===== config.mk =====
export PLATFORM = sky130hd
export DESIGN_NAME = level_fill_ring_animation
export DESIGN_NICKNAME = d
export VERILOG_FILES = /design/src/sv/lfra_pkg.sv /design/src/sv/level_fill_ring_animation.sv
export SDC_FILE = /design/constraint.sdc
export NUM_CORES = 1
export LEC_CHECK = 0
export ABC_AREA = 1
export BUFFER_PORTS_ARGS = -buffer_cell sky130_fd_sc_hd__buf_2
export CAP_MARGIN = 40
export CELL_PAD_IN_SITES_DETAIL_PLACEMENT = 1
export CELL_PAD_IN_SITES_GLOBAL_PLACEMENT = 1
export CORE_ASPECT_RATIO = 0.8
export CORE_MARGIN = 1.5
export CORE_UTILIZATION = 40
export CTS_BUF_LIST = sky130_fd_sc_hd__clkbuf_16
export DETAILED_ROUTE_END_ITERATION = 10
export PLACE_DENSITY = 0.77
export SYNTH_ARGS = -nofsm -noshare
export SYNTH_HDL_FRONTEND = slang
export SYNTH_SLANG_ARGS = --single-unit

===== constraint.sdc =====
create_clock -name clk -period 5.59 [get_ports clk]
set_input_delay 0.559 -clock clk [delete_from_list [all_inputs] [get_ports clk]]
set_output_delay 0.559 -clock clk [all_outputs]
set_load 0.01 [all_outputs]

===== src/sv/lfra_pkg.sv =====
// ----------------------------------------------------------------------------
// lfra_pkg
// Shared widths, defaults and register codes for the level fill ring
// animation block.
// ----------------------------------------------------------------------------
package lfra_pkg;

  // Default geometry of the ring and the number of color levels.
  localparam int LED_COUNT_DEF  = 16;
  localparam int NUM_LEVELS_DEF = 8;

  // Fixed field widths.
  localparam int NUM_COLORS  = 8;
  localparam int LVL_W       = 3;
  localparam int COLOR_W     = 24;
  localparam int CHAN_W      = 8;
  localparam int PIX_W       = 6;
  localparam int CFG_IDX_W   = 4;
  localparam int IN_TDATA_W  = 8;
  localparam int OUT_TDATA_W = 32;

  // Register index of the first level color; colors occupy consecutive indexes.
  localparam logic [CFG_IDX_W-1:0] REG_LEVEL_COLOR_0 = 4'd0;

  typedef logic [COLOR_W-1:0] color_t;

endpackage


===== src/sv/level_fill_ring_animation.sv =====
// A taken tick passes through the input holding register and the pixel counter
// into the output register; the frame then streams one pixel per cycle while
// out_tready is high. The tick rate is set by the pixel counter that walks the
// frame; the next tick is taken while the current frame streams.
// Reset (rst_n low, synchronous): fill count, level and all level colors go
// to zero, and both channels drain empty.
// ----------------------------------------------------------------------------
// level_fill_ring_animation
// Keeps a fill count and a level index that grow with activity and drain when
// idle, and renders each tick as one frame of colored pixels.
// ----------------------------------------------------------------------------
module level_fill_ring_animation #(
  parameter int LED_COUNT  = lfra_pkg::LED_COUNT_DEF,
  parameter int NUM_LEVELS = lfra_pkg::NUM_LEVELS_DEF
) (
  input  logic                               clk,
  input  logic                               rst_n,
  // Configuration write port
  input  logic                               cfg_wr_en,
  input  logic [lfra_pkg::CFG_IDX_W-1:0]     cfg_index,
  input  logic [lfra_pkg::COLOR_W-1:0]       cfg_wdata,
  // Tick input
  input  logic                               in_tvalid,
  output logic                               in_tready,
  input  logic [lfra_pkg::IN_TDATA_W-1:0]    in_tdata,   // [0] activity_on, rest zero
  // Pixel output
  output logic                               out_tvalid,
  input  logic                               out_tready,
  output logic [lfra_pkg::OUT_TDATA_W-1:0]   out_tdata,  // [5:0] pixel_index,
                                                         // [13:6] red_level,
                                                         // [21:14] green_level,
                                                         // [29:22] blue_level,
                                                         // [31:30] zero
  output logic                               out_tlast   // frame_end
);

  localparam int FILL_W = $clog2(LED_COUNT + 1);
  localparam int CNT_W  = $clog2(LED_COUNT);
  localparam int LVL_W  = lfra_pkg::LVL_W;

  localparam logic [FILL_W-1:0] FILL_FULL   = FILL_W'(LED_COUNT);
  localparam logic [FILL_W-1:0] FILL_REFILL = FILL_W'(LED_COUNT - 1);
  localparam logic [CNT_W-1:0]  PIX_LAST    = CNT_W'(LED_COUNT - 1);
  localparam logic [LVL_W-1:0]  LVL_TOP     = LVL_W'(NUM_LEVELS - 2);

  // --------------------------------------------------------------------------
  // Level color registers. Writes beyond the color list are dropped.
  // --------------------------------------------------------------------------
  lfra_pkg::color_t color_r [lfra_pkg::NUM_COLORS];

  always_ff @(posedge clk) begin
    if (!rst_n) begin
      for (int i = 0; i < lfra_pkg::NUM_COLORS; i++) begin
        color_r[i] <= '0;
      end
    end else if (cfg_wr_en &&
                 cfg_index < lfra_pkg::REG_LEVEL_COLOR_0 +
                             lfra_pkg::CFG_IDX_W'(lfra_pkg::NUM_COLORS)) begin
      color_r[LVL_W'(cfg_index - lfra_pkg::REG_LEVEL_COLOR_0)] <= cfg_wdata;
    end
  end

  // --------------------------------------------------------------------------
  // Input holding register. It takes a tick transaction while the previous
  // frame is still streaming, so the next frame starts without a gap.
  // --------------------------------------------------------------------------
  logic pend_vld_r;
  logic pend_act_r;
  logic in_take;
  logic frame_start;

  assign in_tready = !pend_vld_r;
  assign in_take   = in_tvalid && in_tready;

  always_ff @(posedge clk) begin
    if (!rst_n) begin
      pend_vld_r <= 1'b0;
    end else if (in_take) begin
      pend_vld_r <= 1'b1;
    end else if (frame_start) begin
      pend_vld_r <= 1'b0;
    end
  end

  always_ff @(posedge clk) begin
    if (in_take) begin
      pend_act_r <= in_tdata[0];
    end
  end

  // --------------------------------------------------------------------------
  // Fill and level update, applied when a tick enters the frame generator.
  // Active ticks grow the fill by one and roll over into the next level when
  // full, except at the top level where the ring stays full. Idle ticks drain
  // by up to two and, on empty, refill one short of full a level lower.
  // --------------------------------------------------------------------------
  logic [FILL_W-1:0] fill_r, fill_nxt, fill_step;
  logic [LVL_W-1:0]  level_r, level_nxt;
  logic [CNT_W-1:0]  split_nxt;

  always_comb begin
    fill_nxt  = fill_r;
    level_nxt = level_r;
    fill_step = fill_r;
    if (pend_act_r) begin
      if (fill_r < FILL_FULL) begin
        fill_step = fill_r + FILL_W'(1);
      end
      fill_nxt = fill_step;
      if (fill_step >= FILL_FULL && level_r < LVL_TOP) begin
        fill_nxt  = '0;
        level_nxt = level_r + LVL_W'(1);
      end
    end else begin
      if (fill_r != '0) begin
        fill_step = fill_r - FILL_W'(1);
      end
      fill_nxt = fill_step;
      if (fill_step != '0) begin
        fill_nxt = fill_step - FILL_W'(1);
      end else if (level_r != '0) begin
        fill_nxt  = FILL_REFILL;
        level_nxt = level_r - LVL_W'(1);
      end
    end
    // The pixel split never passes the last pixel.
    split_nxt = (fill_nxt >= FILL_FULL) ? PIX_LAST : CNT_W'(fill_nxt);
  end

  // --------------------------------------------------------------------------
  // Frame generator: one pixel per cycle into the output register while the output is not stalled.
  // --------------------------------------------------------------------------
  logic              busy_r;
  logic [CNT_W-1:0]  pix_r;
  logic [CNT_W-1:0]  split_r;
  logic [LVL_W-1:0]  cur_lvl_r;
  logic [LVL_W-1:0]  nxt_lvl_r;
  logic              out_adv;
  logic              pix_last;

  assign out_adv     = !out_tvalid || out_tready;
  assign pix_last    = (pix_r == PIX_LAST);
  assign frame_start = pend_vld_r && (!busy_r || (out_adv && pix_last));

  always_ff @(posedge clk) begin
    if (!rst_n) begin
      fill_r  <= '0;
      level_r <= '0;
      busy_r  <= 1'b0;
      pix_r   <= '0;
    end else begin
      if (out_adv && busy_r) begin
        pix_r <= pix_r + CNT_W'(1);
        if (pix_last) begin
          busy_r <= 1'b0;
        end
      end
      if (frame_start) begin
        fill_r  <= fill_nxt;
        level_r <= level_nxt;
        busy_r  <= 1'b1;
        pix_r   <= '0;
      end
    end
  end

  // Frame snapshot of split and level indexes; level colors must stay still while a frame streams (not enforced).
  always_ff @(posedge clk) begin
    if (frame_start) begin
      split_r   <= split_nxt;
      cur_lvl_r <= level_nxt;
      nxt_lvl_r <= level_nxt + LVL_W'(1);
    end
  end

  // --------------------------------------------------------------------------
  // Output register.
  // --------------------------------------------------------------------------
  logic                          out_vld_r;
  logic [lfra_pkg::PIX_W-1:0]    out_pix_r;
  lfra_pkg::color_t              out_rgb_r;
  logic                          out_last_r;
  lfra_pkg::color_t              pix_rgb;

  assign pix_rgb = (pix_r <= split_r) ? color_r[nxt_lvl_r] : color_r[cur_lvl_r];

  always_ff @(posedge clk) begin
    if (!rst_n) begin
      out_vld_r <= 1'b0;
    end else if (out_adv) begin
      out_vld_r <= busy_r;
    end
  end

  always_ff @(posedge clk) begin
    if (out_adv && busy_r) begin
      out_pix_r  <= lfra_pkg::PIX_W'(pix_r);
      out_rgb_r  <= pix_rgb;
      out_last_r <= pix_last;
    end
  end

  assign out_tvalid = out_vld_r;
  assign out_tlast  = out_last_r;
  assign out_tdata  = {2'b00,
                       out_rgb_r[lfra_pkg::CHAN_W-1:0],
                       out_rgb_r[2*lfra_pkg::CHAN_W-1:lfra_pkg::CHAN_W],
                       out_rgb_r[3*lfra_pkg::CHAN_W-1:2*lfra_pkg::CHAN_W],
                       out_pix_r};

`ifndef SYNTHESIS
  // The fill count never exceeds the ring length.
  a_fill_range: assert property (@(posedge clk) disable iff (!rst_n)
    fill_r <= FILL_FULL)
    else $error("fill count beyond ring length");

  // The level never climbs past the second-highest level.
  a_level_range: assert property (@(posedge clk) disable iff (!rst_n)
    level_r <= LVL_TOP)
    else $error("level index beyond top level");

  // The frame end flag marks exactly the last pixel position.
  a_last_pixel: assert property (@(posedge clk) disable iff (!rst_n)
    out_vld_r |-> (out_last_r == (out_pix_r == lfra_pkg::PIX_W'(LED_COUNT - 1))))
    else $error("frame end flag on wrong pixel");

  // A taken tick is held until the generator picks it up.
  a_pend_hold: assert property (@(posedge clk) disable iff (!rst_n)
    (pend_vld_r && !frame_start) |=> pend_vld_r)
    else $error("pending tick lost");
`endif

endmodule

==> run_results.csv <==
group,metric,value,unit
pwr,p_int,0.003530,W
synthesis,avgSynthCellArea,8.645,µm²
routing,vias,11050,
worst_setup_path,path_cells,"inv_1 -> buf_4 -> nand2_1 -> nand3_1 -> nand3_1 -> nand2_1 -> nor2_1 -> a31oi_1",
timing,setup_viol,0,
status,outcome,"complete, no violations",
synthesis,yosys.area.top_type,"edfxtp_1",
cells_and_area,nets,1586,
worst_setup_path,required,5810,ps
timing,worst_hold_slack,181.7,ps
grt,grt_pass1_vias,11420,
worst_setup_path,critPathSlowestCell,"dfxtp_4",
pwr,ir_drop,0.2179,mV
pwr,power_frac_comb,0.209,
synthesis,ys_dominant_reg_cell,"edfxtp_1",
timing,skew,8.274,ps
grt,grt_usage,0.2438,
clock_network,cts_buffers,28,
pwr,p_clk_frac,0.339,
placed_design,gp_congestion,0.7734,
floorplanning,start_util,0.4092,
synthesis,synth-edff-count,232,
clock_network,cts-root-buf,"clkbuf_16",
floorplanning,rows,58,
synthesis,synthesis.area,12980,µm²
cells_and_area,drive_gt1_frac,0.1018,
hold_path,hp-class,"in2reg",
routing,via_per_inst,5.604,
grt,grt_antenna_before_repair,0,
placed_design,port_buffers,64,
worst_setup_path,path_depth,8,
cells_and_area,multi_input_area,4762,µm²
worst_setup_path,crit_path_end,"out_rgb_r[3]",
clock_network,tritoncts,"built",
routing,drt_iter0_drc,856,
cells_and_area,area_growth,12.81,%
clock_network,cts_buffer_depth,3,
pwr,cellPowerDensity,351.1,nW/µm²
clock_network,clkSlewWorstSetupHoldPaths,70,ps
timing,hold_viol,0,
synthesis,synth.area.top_cells,"edfxtp_1 54%, nand2_1 8.5%, nand3_1 8.1%",
worst_setup_path,r2r_slack,2740,ps
grt,grt_pass1_wl,62.60,mm
timing,setup_slack,2736,ps
worst_setup_path,critPathArrivalTime,3080,ps
routing,firstDrtPassIters,7,
floorplanning,core_area,31710,µm²
worst_setup_path,rr_worst_depth,8,
clock_network,clkSinkCount,253,
cells_and_area,antenna_cells,0,
routing,routed_wl,40.07,mm
routing,final_antenna_net_count,0,
floorplanning,die-area,33540,µm²
pwr,p_total,0.005139,W
floorplanning,die_w,204.4,µm
cells_and_area,regArea,7395,µm²
timing,relSlewSlack,0.4422,
worst_setup_path,critPathMaxStageDelay,830,ps
worst_setup_path,critPathKind,"reg2reg",
floorplanning,die_y,164.1,µm
clock_network,post-cts-setup-buffers,0,
placed_design,hpwlAfterDp,24.37,mm
grt,grt_start_max_net_pins,78,
synthesis,ys_async_sr_fraction,0,
floorplanning,io_pins,76,
timing,worst_pin_slew,836.7,ps
worst_setup_path,endpoint_kind,"flip-flop",
timing,timing.fmax,350.4,MHz
clock_network,clk_latency,560,ps
flow_run,drv_cap,0,
pwr,p_sw,0.001610,W
synthesis,netlist.area_leader.share,0.5369,
worst_setup_path,start_kind,"flip-flop",
routing,post_drt_wl_per_cell,20.32,µm
clock_network,hold_buffers,0,
cells_and_area,nFillCells,3715,
synthesis,syn-instance-count,1501,
pwr,p_seq_frac,0.452,
worst_setup_path,r2r-end,"out_rgb_r[3]",
worst_setup_path,path_buf_inv,2,
pwr,cellLeakagePower,6.049,nW
timing,finalSetupTns,0,ps
timing,rsz0062_at_grt,"no",
pwr,p_sw_frac,0.3132,
hold_path,worstHoldStart,"in_tdata[0]",
clock_network,post_cts_resized,0,
synthesis,ys_seq_area_frac,0.5693,
synthesis,yosysWarnings,0,
clock_network,htree_levels,1,
worst_setup_path,crit_fanout,69,
worst_setup_path,crit_family,"buffers and inverters",
grt,grt-ovfl-total,0,
synthesis,synth_seq_cells,253,
timing,drv_slew,0,
routing,drt_drc_violations_left,0,
timing,finalCritPeriodShare,0.5106,
timing,min_period,2854,ps
synthesis,synth_cell_type_count,37,
placed_design,place_ws,2406,ps
[worst min path at each step]
| stage | to | cells past startpoint |
|---|---|---|
| after CTS | pend_act_r | 1 |
| after floorplan | flip-flop | 2 |
| after detailed placement | flip-flop | 2 |
| after global placement | flip-flop | 2 |
| after global routing | pend_act_r | 1 |
| final | pend_act_r | 1 |
[cell type report]
| type | count | area share |
|---|---|---|
| clock buffer | 29 | 0.04958 |
| timing repair buffer | 96 | 0.04428 |
| sequential | 253 | 0.5052 |
| multi-input combinational | 1031 | 0.3253 |
| clock inverter | 22 | 0.008719 |
| inverter | 121 | 0.03103 |
| tap | 420 | 0.03590 |
[synth_stat cells, types with 2 or more instances]
| cell type | count |
|---|---|
| o22ai_1 | 4 |
| inv_1 | 114 |
| inv_2 | 3 |
| clkinv_1 | 4 |
| a21oi_4 | 2 |
| nand2_2 | 3 |
| o21ai_0 | 105 |
| nand4_1 | 4 |
| dfxtp_1 | 21 |
| a31oi_1 | 26 |
| nand3_2 | 4 |
| a21oi_1 | 106 |
| nand2_1 | 293 |
| xor2_1 | 3 |
| xnor2_1 | 2 |
| nor2_1 | 235 |
| nand3_1 | 209 |
| buf_2 | 13 |
| ha_1 | 14 |
| edfxtp_1 | 232 |
| o21ai_1 | 4 |
| buf_1 | 21 |
| clkbuf_1 | 61 |
| buf_4 | 4 |
| and2_1 | 2 |
[stage by stage]
step                cells  area, µm²    util
floorplan            1504      12990       -
global placement     1915      13650  0.4305
detailed placement   1921      13780  0.4347
CTS                  1972      14640  0.4616
global route         1972      14640  0.4616
finish               1972      14640  0.4616
[power groups by stage]
| stage | Clock (W) | Sequential, W | Combinational, W |
|---|---|---|---|
| after floorplan | 0 | 0.00231 | 0.000751 |
| after global placement | 0 | 0.00235 | 0.00101 |
| after detailed placement | 0 | 0.00236 | 0.00106 |
| after CTS | 0.00177 | 0.00232 | 0.00107 |
| after global routing | 0.00184 | 0.00234 | 0.00120 |
| final | 0.00174 | 0.00232 | 0.00108 |
[metal layers]
layer,up-vias,track usage,share of wire
li1,5143,-,-
met1,5501,0.3258,0.45
met2,328,0.4088,0.48
met3,79,0.03492,0.054
met4,0,0.07988,0.025
met5,-,0,0
[cell usage in the layout, fill, tap and decap left out, types with 4 or more instances in the layout]
cell,instances
clkinv_1,9
nand4_1,4
nand2_1,293
inv_1,116
nand3_2,4
clkinv_2,11
clkbuf_16,29
inv_2,5
o21ai_1,4
conb_1,4
ha_1,14
nand3_1,209
dfxtp_1,19
edfxtp_1,232
o21ai_0,105
o22ai_1,4
a21oi_1,106
a31oi_1,26
buf_4,26
buf_2,64
nor2_1,235
[registers in the layout, indices dropped and copies added, names as in the netlist, named ones only]
| name | count |
|---|---|
| out_tvalid | 1 |
| fill_r | 5 |
| pend_vld_r | 1 |
| cur_lvl_r | 3 |
| out_tlast | 1 |
| color_r | 192 |
| out_rgb_r | 24 |
| split_r | 4 |
| pix_r | 4 |
| out_pix_r | 4 |
| nxt_lvl_r | 3 |
| busy_r | 1 |
| level_r | 3 |
| pend_act_r | 1 |
[cells by family (layout without fill, tap and decap cells)]
kind of cell,after synthesis,count (layout),share of synthesized area
AOI/OAI and AO/OA,252,252,0.1030
xor gates and xnor gates,5,5,0.003375
adders and majority gates,14,14,0.01350
buffers and inverters,220,268,0.06605
DFF,253,253,0.5693
other,1,4,0.0002890
and+or+nand+nor,756,756,0.2445
[worst register-to-register path, delay by kind of cell, from the launching register on]
kind / cells / cell delay [ps]
and+or+nand+nor: 5 / 500
buffers and inverters: 2 / 1070
AOI/OAI and AO/OA: 1 / 110
DFF: 1 / 830
Note: power is estimated with default switching activity, not from simulation.
